**src/hdl/plli_pkg.sv**
```systemverilog
// Package with shared types, constants and state codes for the PWL interpolator.
package plli_pkg;

    localparam int TABLE_DEPTH = 16;
    localparam int IDX_W = $clog2(TABLE_DEPTH);
    localparam int CNT_W = $clog2(TABLE_DEPTH + 1);

    typedef enum logic [1:0] {
        REQ_LOAD    = 2'd0,
        REQ_FORWARD = 2'd1,
        REQ_REVERSE = 2'd2,
        REQ_CLEAR   = 2'd3
    } req_t;

    typedef struct packed {
        logic [1:0]         req_type;
        logic signed [31:0] key_value;
        logic signed [31:0] out_value;
    } in_item_t;

    typedef struct packed {
        logic signed [31:0] result_value;
        logic               table_empty;
        logic               table_full;
    } out_item_t;

    typedef enum logic [3:0] {
        ST_IDLE,
        ST_DISPATCH,
        ST_INS_READ,
        ST_INS_STEP,
        ST_INS_DONE,
        ST_Q_READ,
        ST_Q_STEP,
        ST_Q_LO,
        ST_Q_HI,
        ST_MUL,
        ST_DIV,
        ST_FIN,
        ST_OUT
    } state_t;

    typedef struct packed {
        logic       capture;
        logic       q_start;
        logic       ins_read;
        logic       ins_step;
        logic       ins_done;
        logic       q_read;
        logic       q_step;
        logic       q_lo;
        logic       q_hi;
        logic       mul;
        logic       div_step;
        logic       fin;
        logic       out_load;
    } cmd_t;

    typedef struct packed {
        req_t       req;
        logic       count_zero;
        logic       count_full;
        logic       ins_stop;
        logic       q_below_lo;
        logic       q_above_hi;
        logic       q_found;
        logic       q_last;
        logic       div_skip;
        logic       div_last;
    } status_t;

endpackage

```
**src/hdl/plli_ctrl.sv**
```systemverilog
// Controller state machine for the PWL interpolator.
module plli_ctrl (
    input  logic              clk,
    input  logic              rst_n,
    input  logic              in_valid,
    output logic              in_ready,
    output logic              out_valid,
    input  logic              out_ready,
    input  plli_pkg::status_t status,
    output plli_pkg::cmd_t    cmd
);

    plli_pkg::state_t state_reg, state_next;
    logic             out_valid_reg, out_valid_next;

    always_ff @(posedge clk or negedge rst_n)
    begin
        if (!rst_n)
        begin
            state_reg     <= plli_pkg::ST_IDLE;
            out_valid_reg <= 1'b0;
        end
        else
        begin
            state_reg     <= state_next;
            out_valid_reg <= out_valid_next;
        end
    end

    assign in_ready  = (state_reg == plli_pkg::ST_IDLE);
    assign out_valid = out_valid_reg;

    always_comb
    begin
        state_next = state_reg;
        unique case (state_reg)
            plli_pkg::ST_IDLE:
                if (in_valid) state_next = plli_pkg::ST_DISPATCH;
            plli_pkg::ST_DISPATCH:
                priority if (status.req == plli_pkg::REQ_CLEAR) state_next = plli_pkg::ST_FIN;
                else if (status.req == plli_pkg::REQ_LOAD)
                    state_next = status.count_full ? plli_pkg::ST_FIN : plli_pkg::ST_INS_READ;
                else
                    state_next = status.count_zero ? plli_pkg::ST_FIN : plli_pkg::ST_Q_LO;
            plli_pkg::ST_INS_READ:
                state_next = status.ins_stop ? plli_pkg::ST_INS_DONE : plli_pkg::ST_INS_STEP;
            plli_pkg::ST_INS_STEP:
                state_next = plli_pkg::ST_INS_READ;
            plli_pkg::ST_INS_DONE:
                state_next = plli_pkg::ST_FIN;
            plli_pkg::ST_Q_LO:
                state_next = status.q_below_lo ? plli_pkg::ST_FIN : plli_pkg::ST_Q_HI;
            plli_pkg::ST_Q_HI:
                state_next = status.q_above_hi ? plli_pkg::ST_FIN : plli_pkg::ST_Q_READ;
            plli_pkg::ST_Q_READ:
                state_next = plli_pkg::ST_Q_STEP;
            plli_pkg::ST_Q_STEP:
                priority if (status.q_found) state_next = plli_pkg::ST_MUL;
                else if (status.q_last) state_next = plli_pkg::ST_FIN;
                else state_next = plli_pkg::ST_Q_READ;
            plli_pkg::ST_MUL:
                state_next = status.div_skip ? plli_pkg::ST_FIN : plli_pkg::ST_DIV;
            plli_pkg::ST_DIV:
                if (status.div_last) state_next = plli_pkg::ST_FIN;
            plli_pkg::ST_FIN:
                state_next = plli_pkg::ST_OUT;
            plli_pkg::ST_OUT:
                if (!out_valid_reg) state_next = plli_pkg::ST_IDLE;
            default:
                state_next = plli_pkg::ST_IDLE;
        endcase
    end

    always_comb
    begin
        cmd = '0;
        out_valid_next = out_valid_reg && !out_ready;
        unique case (state_reg)
            plli_pkg::ST_IDLE:     cmd.capture  = in_valid;
            plli_pkg::ST_DISPATCH:
                cmd.q_start = (status.req == plli_pkg::REQ_FORWARD) ||
                              (status.req == plli_pkg::REQ_REVERSE);
            plli_pkg::ST_INS_READ: cmd.ins_read = 1'b1;
            plli_pkg::ST_INS_STEP: cmd.ins_step = 1'b1;
            plli_pkg::ST_INS_DONE: cmd.ins_done = 1'b1;
            plli_pkg::ST_Q_LO:     cmd.q_lo     = 1'b1;
            plli_pkg::ST_Q_HI:     cmd.q_hi     = 1'b1;
            plli_pkg::ST_Q_READ:   cmd.q_read   = 1'b1;
            plli_pkg::ST_Q_STEP:   cmd.q_step   = 1'b1;
            plli_pkg::ST_MUL:      cmd.mul      = 1'b1;
            plli_pkg::ST_DIV:      cmd.div_step = 1'b1;
            plli_pkg::ST_FIN:      cmd.fin      = 1'b1;
            plli_pkg::ST_OUT:
                if (!out_valid_reg)
                begin
                    cmd.out_load   = 1'b1;
                    out_valid_next = 1'b1;
                end
            default: ;
        endcase
    end

endmodule

```
**config.mk**
```make
export PLATFORM = sky130hd
export DESIGN_NAME = plli_ctrl
export DESIGN_NICKNAME = d
export VERILOG_FILES = /design/src/hdl/plli_pkg.sv /design/src/hdl/plli_ctrl.sv
export SDC_FILE = /design/constraint.sdc
export NUM_CORES = 1
export LEC_CHECK = 0
export ABC_CLOCK_PERIOD_IN_PS = 2000
export BUFFER_PORTS_ARGS = -buffer_cell sky130_fd_sc_hd__buf_4
export CAP_MARGIN = 20
export CORE_AREA = 2 2 39 41
export CTS_CLUSTER_SIZE = 16
export DETAILED_ROUTE_END_ITERATION = 12
export DIE_AREA = 0 0 41 43
export PLACE_DENSITY = 0.77
export SYNTH_ARGS = -nofsm -noshare
export SYNTH_HDL_FRONTEND = slang
export SYNTH_SLANG_ARGS = --single-unit
export TNS_END_PERCENT = 100
```
**constraint.sdc**
```tcl
create_clock -name clk -period 2 [get_ports clk]
set_input_delay 0.1 -clock clk [delete_from_list [all_inputs] [get_ports clk]]
set_output_delay 0.1 -clock clk [all_outputs]
set_load 0.05 [all_outputs]
```
==> run summary, run 1 <==
Run status -> finished clean
Total number of vias -> 694
Sequential power share -> 0.232
DR WL/cell -> 12.4 um
CTS resizes -> 0
Die width -> 41 um
Setup repair bufs after CTS -> 0
Combined area of the multi-input logic cells -> 390 um2
I/O pins -> 30
Sequential area share after synthesis -> 0.216
Clock Skew -> 0.00303 ns
Slew Limit Fails -> 0
Lkg Pwr -> 0.431 nW
DRC -> 0
Count of buffers from port buffering -> 29
VDD IR max -> 0.907 mV
Vias in the first global route -> 653
Core Area -> 1380 um2
Fill cells -> 121
Power density over cell area -> 1680 nW/um2
Hold-critical path depth -> 3
Synthesized instance count -> 84
First-pass GRT wire length -> 2620 um
Max incr delay on CP -> 0.51 ns
Setup crit start kind -> flop
Max reg flops -> 4
Num CTS Buffers -> 3
Die height -> 43 um
Yosys reg bits -> 5
Design Area, Final -> 823 um2
Clock sinks -> 5
Final cell count without fillers -> 129
Simple-Gate Fraction of Synth Area -> 0.361
Initial antenna violation count -> 0
Maximum clock path buffer count -> 2
Post-Syn Area -> 578 um2
RD Place Congestion -> 0.890
FF-to-FF End -> state_reg[0]
Hold endpoint -> out_valid
Avg Vias per Cell -> 5.38
Max Fclk -> 0.590 GHz
Top_reg_cell synth -> dfrtp_1
Worst-Skew Late Latency -> 0.24 ns
Clk pwr share -> 0.084
Antenna-violating nets left -> 0
Post-Synth XOR/XNOR Area -> 0
Inst Count DP -> 124
Max-Cap Viols -> 0
Post-synth EDFFs -> 0
Combinational family with the most area after synthesis -> simple AND/OR/NAND/NOR gates
WP data arrival -> 1.59 ns
Antenna diode count -> 0
Critical path class -> reg2out
GRT overflow -> 0
Adder-cell area share of the yosys netlist -> 0.0433
Syn_nets -> 101
Largest cells by area after synthesis -> dfrtp_1 22%, nor2_1 9.1%, inv_1 5.8%
Critical Path, Cell by Cell -> nand2b_1 -> nor3_1 -> and2_1 -> buf_4
Clock transition at path regs -> 0.04 ns
HP Start -> out_ready
Area fraction in compound gates after synthesis -> 0.227
Initial DRC Count -> 24
Post-CTS Hold Buffers -> 1
Setup violators final -> 0
Area leader, netlist -> dfrtp_1
Setup_tns -> 0 ns
Comb pwr share -> 0.683
Final wirelength -> 1600 um
Slowest CP cell -> dfrtp_1
Worst min-delay path class -> in2reg
Least-Margin Pin Slew -> 0.555 ns
Final nets -> 131
Post-route clock period utilization -> 0.847
FFs w/ async S/R, synth -> 1.00
Worst Setup End Kind -> output port
Synth cell count leaders -> 14 x nor2_1, 9 x inv_1, 9 x nand2_1
Crit path max fanout -> 11
Hold WS -> 0.138 ns
Min cycle time layout -> 1.69 ns
Synth top area share -> 0.216
Total GRT Usage -> 0.217
Max-slew headroom -> 0.630
Die ar. -> 1760 um2
Switching part of the total -> 0.580
Pre-antenna DRT Iters -> 4
Site Rows -> 14
Mux share of post-synthesis cell area -> 0.0346
Netlist cell types -> 30
CTS HTree Levels -> 1
Layout area overhead -> 42.4%
RSZ-0062 raised after global routing -> false
Avg Inst Size Synth -> 6.88 um2
Final hold viol count -> 0
Net switching power -> 803 uW
Area after DPL -> 787 um2
R2R depth -> 4
R2r setup slk -> 0.41 ns
Clock Tree Root -> clkbuf_4
Layout cells sized above 1 -> 0.292
CP required -> 1.90 ns
Most common cell in the netlist -> nor2_1
DP HPWL -> 1250 um
Reg2Reg Launch Point -> state_reg[3]
P_int -> 581 uW
Register area -> 125 um2
CTS tree -> done
Yosys warnings -> 0
Largest net degree at the start of global routing -> 20
Starting Density -> 0.418
## metal layers
metal,global-route usage,vias up,part of all wire
met1,0.269,315,0.39
met5,0,-,0
met4,0.113,0,0.021
met3,0.0471,4,0.058
li1,-,345,-
met2,0.334,30,0.53
## power by group through the flow
stage               Sequential (mW)  Clock, mW  Combinational (mW)
finish                        0.322      0.117               0.946
global route                  0.338      0.127                1.02
CTS                           0.316      0.121               0.945
detailed placement            0.317          0               0.938
global placement              0.309          0               0.923
floorplan                     0.218          0               0.825
## cell usage in the layout, fill, tap and decap left out, drive strengths merged, types with 2 or more instances in the layout
cell type	count
and3	2
buf	29
clkbuf	4
dfrtp	5
ha	2
inv	9
mux2i	2
nand2	9
nand2b	4
nor2	14
nor2b	4
nor3	6
o21ai	5
o311a	2
o32ai	2
## how the worst max path moves through the flow
stage                  from      endpoint  slack, ns  depth (start not counted)
2_1_floorplan  state_reg[2]       cmd[10]       0.15                          3
3_3_place_gp   state_reg[3]  state_reg[0]       0.49                          4
3_5_place_dp   state_reg[3]  state_reg[0]       0.44                          4
4_1_cts        state_reg[1]       cmd[11]       0.27                          4
5_1_grt        state_reg[1]       cmd[11]       0.15                          4
6_report       state_reg[1]       cmd[11]       0.31                          4
## critical path: cells and delay by family, from the launching register on
kind / cells / cell delay (ns)
buffers and inverters: 1 / 0.19
DFF: 1 / 0.51
and+or+nand+nor: 3 / 0.64
## through the flow
step | util | power (mW) | setup slack [ns]
2_1_floorplan | - | 1.04 | 0.150
3_3_place_gp | 0.569 | 1.23 | 0.489
3_5_place_dp | 0.569 | 1.26 | 0.443
4_1_cts | 0.595 | 1.38 | 0.266
5_1_grt | 0.595 | 1.49 | 0.148
6_report | 0.595 | 1.38 | 0.305
## area by class of cell
type	instances	share of cell area
Clock buffer	4	0.0319
Inverter	9	0.0410
Tap cell	16	0.0243
Timing Repair Buffer	30	0.277
Multi-Input combinational cell	65	0.474
Sequential cell	5	0.152
## cells by family after synthesis
kind of cell | count (synthesis)
DFF | 5
AOI/OAI and AO/OA | 18
muxes | 2
and+or+nand+nor | 43
adders and majority gates | 2
buffers and inverters | 14
No activity file was read; power rests on OpenSTA's default activity.
==> inputs of run 2 (changes only) <==
--- a/config.mk
+++ b/config.mk
@@ -5,13 +5,12 @@
 export SDC_FILE = /design/constraint.sdc
 export NUM_CORES = 1
 export LEC_CHECK = 0
-export ABC_CLOCK_PERIOD_IN_PS = 2000
+export ABC_CLOCK_PERIOD_IN_PS = 1760
 export BUFFER_PORTS_ARGS = -buffer_cell sky130_fd_sc_hd__buf_4
 export CAP_MARGIN = 20
-export CORE_AREA = 2 2 39 41
+export CORE_UTILIZATION = 43
 export CTS_CLUSTER_SIZE = 16
 export DETAILED_ROUTE_END_ITERATION = 12
-export DIE_AREA = 0 0 41 43
 export PLACE_DENSITY = 0.77
 export SYNTH_ARGS = -nofsm -noshare
 export SYNTH_HDL_FRONTEND = slang
==> constraint.sdc (replaced) <==
create_clock -name clk -period 1.76 [get_ports clk]
set_input_delay 0.088 -clock clk [delete_from_list [all_inputs] [get_ports clk]]
set_output_delay 0.088 -clock clk [all_outputs]
set_load 0.05 [all_outputs]
==> run 2 against run 1 <==
  * Sequential share of layout area is 0.23 points lower
  * Core utilization is 12 points higher
  * Power rose by 16%
  * Critical path type unchanged
==> run summary, run 2 (synthesized netlist as in run 1, its figures left out) <==
Max-Cap Viols -> 0 (unchanged)
Core Area -> 1170 um2 (-15%)
Antenna-violating nets left -> 0 (unchanged)
Worst min-delay path class -> in2reg
Site Rows -> 12 (-2)
RD Place Congestion -> 0.939 (+5.4%)
Hold WS -> 0.125 ns (-0.0128 ns)
Layout cells sized above 1 -> 0.304 (+0.0123)
Max incr delay on CP -> 0.50 ns (about the same)
Worst-Skew Late Latency -> 0.25 ns (about the same)
CTS HTree Levels -> 1 (unchanged)
Setup slack at placement -> 0.291 ns (-0.152 ns)
Die width -> 38.7 um (-5.7%)
Antenna diode count -> 0 (unchanged)
Hold-critical path depth -> 3 (unchanged)
M1 GR Usage -> 0.302 (+0.0335)
Min cycle time layout -> 1.63 ns
First-pass GRT wire length -> 2820 um (+7.6%)
Die height -> 38.7 um (-10%)
Avg Vias per Cell -> 5.39 (+0.14%)
R2R depth -> 4 (unchanged)
Largest net degree at the start of global routing -> 16 (-20%)
DP HPWL -> 1320 um (+5.2%)
Maximum clock path buffer count -> 2 (unchanged)
CP required -> 1.67 ns (-0.23 ns)
Lkg Pwr -> 0.440 nW (+2.3%)
Pre-antenna DRT Iters -> 4 (unchanged)
M2 GR Usage -> 0.504 (+0.170)
Total number of vias -> 695 (+0.14%)
Clock transition at path regs -> 0.05 ns (about the same)
Final hold viol count -> 0 (unchanged)
Final wirelength -> 1700 um (+5.8%)
Crit path max fanout -> 11 (unchanged)
Initial DRC Count -> 22 (-8.3%)
VDD IR max -> 1.23 mV (+36%)
Slowest CP cell -> dfrtp_1
Clock Skew -> 0.00345 ns (+0.000425 ns)
Setup repair bufs after CTS -> 0 (unchanged)
Hold endpoint -> out_valid
Count of buffers from port buffering -> 29 (unchanged)
Setup violators final -> 0 (unchanged)
Max reg flops -> 4 (unchanged)
Busiest layer in global routing -> met2
Total Power -> 1.61 mW (+16%)
Setup crit start kind -> flop
Crit-path leading delay family -> simple AND/OR/NAND/NOR gates
I/O pins -> 30 (unchanged)
CTS tree -> done
HP Start -> out_ready
DRC -> 0 (unchanged)
Slew Limit Fails -> 0 (unchanged)
Power density over cell area -> 1930 nW/um2 (+15%)
R2r setup slk -> 0.27 ns (-0.14 ns)
Setup WS post-layout -> 0.131 ns (-0.174 ns)
Final nets -> 133 (+1.5%)
Initial antenna violation count -> 0 (unchanged)
Least-Margin Pin Slew -> 0.459 ns (-0.0956 ns)
Worst Setup End Kind -> output port
Design Area, Final -> 836 um2 (+1.5%)
Vias in the first global route -> 659 (+0.92%)
GRT overflow -> 0 (unchanged)
Die ar. -> 1490 um2 (-15%)
Max Fclk -> 0.614 GHz
DR WL/cell -> 13.1 um (+5.8%)
Critical Path, Cell by Cell -> nand2b_1 -> nor3_1 -> and2_1 -> buf_4
Util after Layout -> 0.714 (+0.119)
Area after DPL -> 800 um2 (+1.6%)
FF-to-FF End -> state_reg[0]
Commonest non-fill, non-tap cell in the layout -> buf_4
Run status -> finished clean
RSZ-0062 raised after global routing -> false
Reg2Reg Launch Point -> state_reg[2]
Post-route clock period utilization -> 0.925
Clock Tree Root -> clkbuf_4
Critical path class -> reg2out
Starting Density -> 0.494 (+0.0759)
Total GRT Usage -> 0.272 (+0.0551)
Most frequent cells in the layout -> 31 x buf_4, 14 x nor2_1, 9 x inv_1, 9 x nand2_1
Num CTS Buffers -> 3 (unchanged)
Met3 usage -> 0.0751 (+0.0280)
Clock sinks -> 5 (unchanged)
Max-slew headroom -> 0.694 (+0.0637)
Layout area overhead -> 44.6%
WP data arrival -> 1.54 ns (-0.05 ns)
Buf+Inv Stages, Crit Path -> 1 (unchanged)
==> run 2: per-layer routing <==
metal / vias to the layer above / routed length [um]
met1: 317 / 722
met5: - / 0
met2: 28 / 887
met3: 0 / 85
met4: 0 / 0
li1: 350 / -
==> run 2: stage by stage <==
stage,cells,TNS [ns]
2_1_floorplan,84,-0.155
3_3_place_gp,124,0
3_5_place_dp,124,0
4_1_cts,129,0
5_1_grt,129,0
6_report,129,0
==> run 2: worst max path at each step <==
stage | startpoint | end | slack, ns | cells past startpoint
global placement | state_reg[2] | state_reg[0] | 0.30 | 4
detailed placement | state_reg[2] | state_reg[0] | 0.29 | 4
finish | state_reg[1] | cmd[11] | 0.13 | 4
CTS | state_reg[1] | cmd[11] | 0.12 | 4
floorplan | state_reg[2] | cmd[10] | -0.08 | 3
global route | state_reg[1] | cmd[11] | 0.004 | 4
==> run 2: worst register-to-register path: stages (launching register included) <==
cell	delay, ns
dfrtp_1	0.54
nand2b_1	0.29
mux2i_1	0.11
nor2b_1	0.15
o311a_1	0.29
==> run 2: timing repair <==
item,4_1_cts,5_1_grt
gates resized for setup,0,0
hold buffers,1,0
hold endpoints to repair,5,0
==> run 2: layout make-up <==
type	instances	area, um2
Sequential cell	5	125
Multi-Input combinational cell	65	390
Clock buffer	4	26.3
Fill cell	106	335
Inverter	9	33.8
Tap cell	14	17.5
Timing Repair Buffer	32	243
==> run 2: power by group <==
group	total (mW)	switching [mW]	internal, mW
clock network	0.139	0.0530	0.0861
registers	0.331	0.156	0.175
logic	1.14	0.713	0.428
total	1.61	0.922	0.689
